==> src/rtl/spph_pkg.sv <==
// Shared constants, payload types and helpers for the slow PWM heater controller.
package spph_pkg;

  localparam int TICKS_PER_STEP   = 10;
  localparam int STEPS_PER_PERIOD = 100;

  localparam int TEMP_W   = 12;
  localparam int TARGET_W = 10;
  localparam int DUTY_W   = 7;
  localparam int PRE_W    = $clog2(TICKS_PER_STEP + 1);
  localparam int PER_W    = $clog2(STEPS_PER_PERIOD + 1);
  localparam int GOAL_W   = TARGET_W + 4;
  localparam int DIFF_W   = GOAL_W + 2;
  localparam int NUM_W    = 21;
  localparam int Q_W      = DUTY_W + 1;
  localparam int DSR_W    = GOAL_W + Q_W - 1;
  localparam int CNT_W    = $clog2(Q_W);

  localparam int DUTY_MAX = 100;
  localparam logic [TARGET_W-1:0] TARGET_RESET = TARGET_W'(30);
  localparam logic signed [TEMP_W:0] TEMP_MIN   = -13'sd880;
  localparam logic signed [TEMP_W:0] SLEW_STEP  = 13'sd16;
  localparam logic signed [TEMP_W-1:0] TEMP_RESET = 12'sd320;

  typedef struct packed {
    logic                     opcode;
    logic signed [TEMP_W-1:0] sample_value;
  } in_beat_t;

  typedef struct packed {
    logic                     heater_on;
    logic [DUTY_W-1:0]        duty_percent;
    logic signed [TEMP_W-1:0] filtered_temp;
  } out_beat_t;

  typedef struct packed {
    logic              start;
    logic [NUM_W-1:0]  num;
    logic [GOAL_W-1:0] den;
  } div_req_t;

  typedef struct packed {
    logic              done;
    logic [DUTY_W-1:0] quot;
  } div_rsp_t;

  localparam logic OP_TICK   = 1'b0;
  localparam logic OP_SAMPLE = 1'b1;

  function automatic logic signed [TEMP_W-1:0] slew(input logic signed [TEMP_W-1:0] t,
                                                   input logic signed [TEMP_W-1:0] s);
    logic signed [TEMP_W:0] t13;
    logic signed [TEMP_W:0] s13;
    logic signed [TEMP_W:0] lo;
    logic signed [TEMP_W:0] r;
    t13 = {t[TEMP_W-1], t};
    s13 = {s[TEMP_W-1], s};
    lo  = t13 - SLEW_STEP;
    if (s13 < 0) begin
      r = (lo < TEMP_MIN) ? TEMP_MIN : lo;
    end else if ((s13 - t13) > SLEW_STEP) begin
      r = t13 + SLEW_STEP;
    end else begin
      r = s13;
    end
    return r[TEMP_W-1:0];
  endfunction

endpackage

==> src/rtl/spph_div.sv <==
// Bit-serial restoring divider for the duty ratio, saturating at full duty.
module spph_div (
  input  logic               clk,
  input  logic               rst_n,
  input  spph_pkg::div_req_t req,
  output spph_pkg::div_rsp_t rsp
);

  localparam logic [spph_pkg::CNT_W-1:0] LAST = spph_pkg::CNT_W'(spph_pkg::Q_W - 1);

  logic [spph_pkg::NUM_W-1:0]  rem_r;
  logic [spph_pkg::DSR_W-1:0]  dsr_r;
  logic [spph_pkg::Q_W-1:0]    q_r;
  logic [spph_pkg::CNT_W-1:0]  cnt_r;
  logic                        busy_r;
  logic                        done_r;
  logic                        ge;

  assign ge = rem_r >= spph_pkg::NUM_W'(dsr_r);

  always_ff @(posedge clk) begin
    if (!rst_n) begin
      busy_r <= 1'b0;
      done_r <= 1'b0;
      cnt_r  <= '0;
    end else begin
      done_r <= busy_r && (cnt_r == LAST);
      if (req.start) begin
        busy_r <= 1'b1;
        cnt_r  <= '0;
      end else if (busy_r) begin
        cnt_r <= cnt_r + 1'b1;
        if (cnt_r == LAST) begin
          busy_r <= 1'b0;
        end
      end
    end
  end

  always_ff @(posedge clk) begin
    if (req.start) begin
      rem_r <= req.num;
      dsr_r <= {req.den, {(spph_pkg::Q_W-1){1'b0}}};
      q_r   <= '0;
    end else if (busy_r) begin
      if (ge) begin
        rem_r <= rem_r - spph_pkg::NUM_W'(dsr_r);
      end
      dsr_r <= dsr_r >> 1;
      q_r   <= {q_r[spph_pkg::Q_W-2:0], ge};
    end
  end

  always_comb begin
    rsp.done = done_r;
    if (q_r[spph_pkg::Q_W-1] || (q_r[spph_pkg::Q_W-2:0] > spph_pkg::DUTY_W'(spph_pkg::DUTY_MAX)))
    begin
      rsp.quot = spph_pkg::DUTY_W'(spph_pkg::DUTY_MAX);
    end else begin
      rsp.quot = q_r[spph_pkg::Q_W-2:0];
    end
  end

`ifndef SYNTH
  a_done_after_busy: assert property (@(posedge clk) disable iff (!rst_n)
    done_r |-> $past(busy_r))
    else $error("divider done without a running division");
  a_quot_range: assert property (@(posedge clk) disable iff (!rst_n)
    done_r |-> (rsp.quot <= spph_pkg::DUTY_W'(spph_pkg::DUTY_MAX)))
    else $error("duty quotient above full scale");
  a_start_idle: assert property (@(posedge clk) disable iff (!rst_n)
    req.start |-> !busy_r)
    else $error("division started while busy");
`endif

endmodule

==> src/rtl/slow_pwm_proportional_heater.sv <==
// Top level: slew filter, proportional duty, and slow time-proportioned heater drive.
// Usage:
//   in_*  channel: one beat per event. opcode 0 is a 1 ms tick, opcode 1 a
//         temperature sample in 1/16 C (two's complement).
//   out_* channel: exactly one beat per input beat, in order, carrying the
//         heater level, the duty in percent and the filtered temperature.
//   cfg_* port: target temperature in whole degrees C, written while idle.
// Processing: a tick goes through the push state to the output register. A
//   sample below target first runs the bit-serial divider, one quotient bit
//   per cycle for 8 bits, then goes to the push state; a sample at or above
//   target goes straight to the push state. One item is in work at a time.
// Reset (synchronous, rst_n low): target 30 C, filtered temperature 20 C,
//   duty 0, heater off, prescaler and period counters at their full count.
// Stall: a finished result sits in the output register until taken; a new
//   beat is taken meanwhile, and its result waits in the push state until
//   the output register frees.
module slow_pwm_proportional_heater (
  input  logic                          clk,
  input  logic                          rst_n,
  input  logic                          in_valid,
  output logic                          in_stall,
  input  spph_pkg::in_beat_t            in_data,
  output logic                          out_valid,
  input  logic                          out_stall,
  output spph_pkg::out_beat_t           out_data,
  input  logic                          cfg_wr_en,
  input  logic [spph_pkg::TARGET_W-1:0] cfg_wr_data
);

  typedef enum logic [2:0] {
    S_IDLE = 3'b001,
    S_DIV  = 3'b010,
    S_PUSH = 3'b100
  } state_t;

  state_t state_r, state_nxt;

  logic [spph_pkg::TARGET_W-1:0]     target_r;
  logic signed [spph_pkg::TEMP_W-1:0] temp_r, temp_nxt;
  logic [spph_pkg::DUTY_W-1:0]       duty_r, duty_nxt;
  logic [spph_pkg::PRE_W-1:0]        pre_r, pre_nxt;
  logic [spph_pkg::PER_W-1:0]        per_r, per_nxt;
  logic [spph_pkg::DUTY_W-1:0]       on_r, on_nxt;
  logic                              drive_r, drive_nxt;
  logic                              out_valid_r, out_valid_nxt;
  spph_pkg::out_beat_t               out_data_r, out_data_nxt;

  logic                              in_acc;
  logic                              out_free;
  logic signed [spph_pkg::TEMP_W-1:0] t_new;
  logic [spph_pkg::GOAL_W-1:0]       goal;
  logic signed [spph_pkg::DIFF_W-1:0] diff;
  spph_pkg::div_req_t                div_req;
  spph_pkg::div_rsp_t                div_rsp;

  spph_div u_div (
    .clk   (clk),
    .rst_n (rst_n),
    .req   (div_req),
    .rsp   (div_rsp)
  );

  assign in_stall  = (state_r != S_IDLE);
  assign in_acc    = in_valid && !in_stall;
  assign out_free  = !out_valid_r || !out_stall;
  assign out_valid = out_valid_r;
  assign out_data  = out_data_r;

  assign t_new = spph_pkg::slew(temp_r, in_data.sample_value);
  assign goal  = {target_r, 4'b0000};
  assign diff  = $signed({2'b00, goal}) - spph_pkg::DIFF_W'(t_new);

  always_comb begin
    state_nxt     = state_r;
    temp_nxt      = temp_r;
    duty_nxt      = duty_r;
    pre_nxt       = pre_r;
    per_nxt       = per_r;
    on_nxt        = on_r;
    drive_nxt     = drive_r;
    out_valid_nxt = out_valid_r && out_stall;
    out_data_nxt  = out_data_r;
    div_req.start = 1'b0;
    div_req.num   = spph_pkg::NUM_W'(diff[spph_pkg::DIFF_W-2:0])
                    * spph_pkg::NUM_W'(spph_pkg::DUTY_MAX);
    div_req.den   = goal;
    unique case (state_r)
      S_IDLE: begin
        if (in_acc) begin
          if (in_data.opcode == spph_pkg::OP_SAMPLE) begin
            temp_nxt = t_new;
            if ((target_r != '0) && (diff > 0)) begin
              div_req.start = 1'b1;
              state_nxt     = S_DIV;
            end else begin
              duty_nxt  = '0;
              drive_nxt = 1'b0;
              state_nxt = S_PUSH;
            end
          end else begin
            state_nxt = S_PUSH;
            if (pre_r > spph_pkg::PRE_W'(1)) begin
              pre_nxt = pre_r - 1'b1;
            end else begin
              pre_nxt = spph_pkg::PRE_W'(spph_pkg::TICKS_PER_STEP);
              if (on_r != '0) begin
                on_nxt = on_r - 1'b1;
                if (on_r == spph_pkg::DUTY_W'(1)) begin
                  drive_nxt = 1'b0;
                end
              end
              if (per_r > spph_pkg::PER_W'(1)) begin
                per_nxt = per_r - 1'b1;
              end else begin
                per_nxt = spph_pkg::PER_W'(spph_pkg::STEPS_PER_PERIOD);
                if (duty_r != '0) begin
                  drive_nxt = 1'b1;
                  on_nxt    = duty_r;
                end
              end
            end
          end
        end
      end
      S_DIV: begin
        if (div_rsp.done) begin
          duty_nxt  = div_rsp.quot;
          state_nxt = S_PUSH;
        end
      end
      S_PUSH: begin
        if (out_free) begin
          out_valid_nxt              = 1'b1;
          out_data_nxt.heater_on     = drive_r;
          out_data_nxt.duty_percent  = duty_r;
          out_data_nxt.filtered_temp = temp_r;
          state_nxt                  = S_IDLE;
        end
      end
      default: begin
        state_nxt = S_IDLE;
      end
    endcase
  end

  always_ff @(posedge clk) begin
    if (!rst_n) begin
      state_r     <= S_IDLE;
      target_r    <= spph_pkg::TARGET_RESET;
      temp_r      <= spph_pkg::TEMP_RESET;
      duty_r      <= '0;
      pre_r       <= spph_pkg::PRE_W'(spph_pkg::TICKS_PER_STEP);
      per_r       <= spph_pkg::PER_W'(spph_pkg::STEPS_PER_PERIOD);
      on_r        <= '0;
      drive_r     <= 1'b0;
      out_valid_r <= 1'b0;
    end else begin
      state_r     <= state_nxt;
      temp_r      <= temp_nxt;
      duty_r      <= duty_nxt;
      pre_r       <= pre_nxt;
      per_r       <= per_nxt;
      on_r        <= on_nxt;
      drive_r     <= drive_nxt;
      out_valid_r <= out_valid_nxt;
      if (cfg_wr_en) begin
        target_r <= cfg_wr_data;
      end
    end
  end

  always_ff @(posedge clk) begin
    out_data_r <= out_data_nxt;
  end

`ifndef SYNTH
  a_duty_range: assert property (@(posedge clk) disable iff (!rst_n)
    duty_r <= spph_pkg::DUTY_W'(spph_pkg::DUTY_MAX))
    else $error("duty above full scale");
  a_temp_floor: assert property (@(posedge clk) disable iff (!rst_n)
    $past(rst_n) |-> ($signed({temp_r[spph_pkg::TEMP_W-1], temp_r}) >= spph_pkg::TEMP_MIN))
    else $error("filtered temperature below floor");
  a_done_in_div: assert property (@(posedge clk) disable iff (!rst_n)
    div_rsp.done |-> (state_r == S_DIV))
    else $error("divider result outside division state");
  a_out_from_push: assert property (@(posedge clk) disable iff (!rst_n)
    (out_valid_r && !$past(out_valid_r) && $past(rst_n)) |-> $past(state_r == S_PUSH))
    else $error("output beat loaded outside push state");
`endif

endmodule

==> config.mk <==
export PLATFORM = sky130hd
export DESIGN_NAME = slow_pwm_proportional_heater
export DESIGN_NICKNAME = d
export VERILOG_FILES = /design/src/rtl/spph_pkg.sv /design/src/rtl/spph_div.sv /design/src/rtl/slow_pwm_proportional_heater.sv
export SDC_FILE = /design/constraint.sdc
export NUM_CORES = 1
export LEC_CHECK = 0
export ABC_CLOCK_PERIOD_IN_PS = 10950
export BUFFER_PORTS_ARGS = -buffer_cell sky130_fd_sc_hd__buf_2
export CAP_MARGIN = 20
export CORE_ASPECT_RATIO = 0.75
export CORE_MARGIN = 1
export CORE_UTILIZATION = 43
export CTS_CLUSTER_DIAMETER = 80
export CTS_CLUSTER_SIZE = 40
export DETAILED_ROUTE_END_ITERATION = 6
export PLACE_DENSITY = 0.66
export SYNTH_ARGS = -nofsm -noshare
export SYNTH_HDL_FRONTEND = slang
export SYNTH_SLANG_ARGS = --single-unit
export TNS_END_PERCENT = 100
==> constraint.sdc <==
create_clock -name clk -period 10.95 [get_ports clk]
set_input_delay 1.6425 -clock clk [delete_from_list [all_inputs] [get_ports clk]]
set_output_delay 1.6425 -clock clk [all_outputs]
set_load 0.02 [all_outputs]
==> results.md <==
* Setup ws final at 1630 ps
* CTS Buf Count at 17
* Final hold violation count at 0
* Setup Buffers After CTS at 0
* Synth top area share at 0.159
* First-pass GRT wire length at 36700 um
* H-tree lvl count at 4
* CP Class: primary input to register
* Initial antenna violation count at 0
* Crit path required time at 11130 ps
* Most numerous cell in the Yosys netlist: inv_1
* Final nets at 1287
* Sequential fraction of the synthesis area at 0.310
* Clock edge transition at the registers on the reported setup and hold paths at 70 ps
* Mapped Area at 0.00979 mm2
* Drt pass-1 iters at 5
* Vias in the first global route at 7204
* Leakage at 4.59 nW
* # hold bufs at CTS at 0
* Clk_skew at 12.6 ps
* IO Port Bufs at 49
* Fin crit share at 0.851
* Top post-synthesis cells by area: dfxtp_1 16%, edfxtp_1 15%, ha_1 13%
* Fmax at 107 MHz
* Synth top cells by count: 141 x inv_1, 104 x ha_1, 84 x nand2_1, 78 x dfxtp_1, 73 x nor2_1
* Netlist cell types at 81
* Vias at 7934
* Row cnt at 47
* Clock Tree Buf Depth at 2
* Mean number of vias per cell at 5.47
* Worst Path Max Fanout at 13
* Wire length per cell at 15.4 um
* Layout cells sized above 1 at 0.106
* VDD IR max at 0.000203 V
* Slew at the pin closest to its max-slew limit at 983 ps
* Most frequent CP cell: o21ai_0
* Fraction of registers with async set/reset at 0
* Initial DRC Count at 587
* Synth area leader: dfxtp_1
* Final setup fails at 0
* Syn_nets at 1248
* Gr usage total at 0.198
* RSZ-0062 raised after global routing: no
* DP HPWL at 16900 um
* Starting Density at 0.442
* Chip width at 176 um
* Setup TNS at 0 ps
* Worst path arrival time at 9500 ps
* Outcome: complete, no violations
* Crit path capture type: register
* # resized after CTS at 0
* GR Overflow Total at 0
* Die Span Y at 133 um
* Antenna-violating nets left at 0
* Syn avg cell area at 8.87 um2
* EDFF count, synth at 49
* Critical Path Max Stage Delay at 580 ps
* Max_cap viols at 0
* RD Place Congestion at 0.870
* Finished layout cell area at 0.0109 mm2
* Slew Limit Fails at 0
* CTS tree: done
* Largest net degree at the start of global routing at 56
* Pre-CTS setup slack at 1370 ps
* Core area at 0.0222 mm2
* CP max stage cell: o21ai_0
* Post-Syn Instances at 1104
* Pwr dens at 248 mW/mm2
* Most used DFF post-synth: dfxtp_1
* DP Area at 0.0103 mm2
* Minimum clock period at 9320 ps
* Clock sinks at 127
* Drt drc at 0
* Fillers at 2093
* Yosys warning count at 0
* Final hold slack at 443 ps
* Relative slew slack at 0.345
* Die footprint at 0.0234 mm2
* Worst skew pair latency at 430 ps
* FF+latch count, synth at 127
* Clk root buf: clkbuf_16
* Total Wirelength at 22300 um
* Crit start category: primary input
* Inserted Diodes at 0
* Num ports at 50
* Synth-to-Final Area Change at 11.2%
* Worst hold path class: register to register
[layout make-up]
type	instances	area (um2)	share of cell area
multi-input combinational	798	6070	0.557
clock inverter	13	110	0.0101
inverter	143	537	0.0493
sequential	127	3030	0.278
tap	294	368	0.0338
timing repair buffer	56	310	0.0285
clock buffer	19	464	0.0426
[critical path: cells and delay by family]
| kind | cells | cell delay, ps |
|---|---|---|
| compound gates | 16 | 3660 |
| mux | 1 | 90 |
| simple gates | 4 | 630 |
| fa+ha+maj | 7 | 2460 |
| buf+inv | 6 | 430 |
| xor+xnor | 2 | 560 |
[registers in the layout, indices dropped and copies added, names as in the netlist, 8 cells and up]
register	flops
out_data	20
u_div.q_r	8
u_div.rem_r	21
target_r	10
u_div.dsr_r	21
temp_r	12
[where the power goes]
group / leakage (nW) / total [mW] / switching, mW / internal (mW)
sequential: 1.10 / 0.604 / 0.0493 / 0.555
combinational: 3.21 / 1.55 / 0.881 / 0.664
clock: 0.274 / 0.555 / 0.225 / 0.330
[cell usage in the layout, fill, tap and decap left out, types with 14 or more instances in the layout]
master,instances
o21ai_0,50
ha_1,104
xnor2_1,49
mux2i_1,57
a21oi_1,61
nor2_1,73
nand2_1,84
edfxtp_1,49
nor3_1,22
nand3b_1,14
dfxtp_1,78
nor2b_1,20
clkbuf_16,18
buf_2,49
nand3_1,36
inv_1,141
[per-stage QoR]
step	instances	utilization	power, mW
2_1_floorplan	1104	-	1.84
3_3_place_gp	1418	0.465	2.14
3_5_place_dp	1418	0.465	2.16
4_1_cts	1450	0.491	2.72
5_1_grt	1450	0.491	2.98
6_report	1450	0.491	2.71
[cell families after synthesis]
family          after synthesis  share of synthesized area
compound gates              235                      0.172
xor+xnor                     62                     0.0555
fa+ha+maj                   116                      0.157
buf+inv                     179                     0.0718
flops                       127                      0.310
mux                          60                     0.0621
simple gates                325                      0.171
[path summary, 6_finish.rpt]
kind | startpoint | to | slack, ps | depth (start not counted)
worst max-delay path | in_data[0] | u_div.rem_r[20] | 1630 | 36
worst min-delay path | drive_r | out_data[19] | 440 | 0
worst max register to register | temp_r[4] | u_div.rem_r[20] | 2480 | 33
worst min register to register | drive_r | out_data[19] | 440 | 0
[layer usage]
metal,up-vias,wire length [um],track usage,share of wire
met5,-,0,0,0
met4,0,267,0.0527,0.012
met3,19,1080,0.0437,0.049
met2,163,9410,0.290,0.42
met1,3779,11500,0.290,0.52
li1,3973,-,-,-
(Power assumes the default switching activity.)
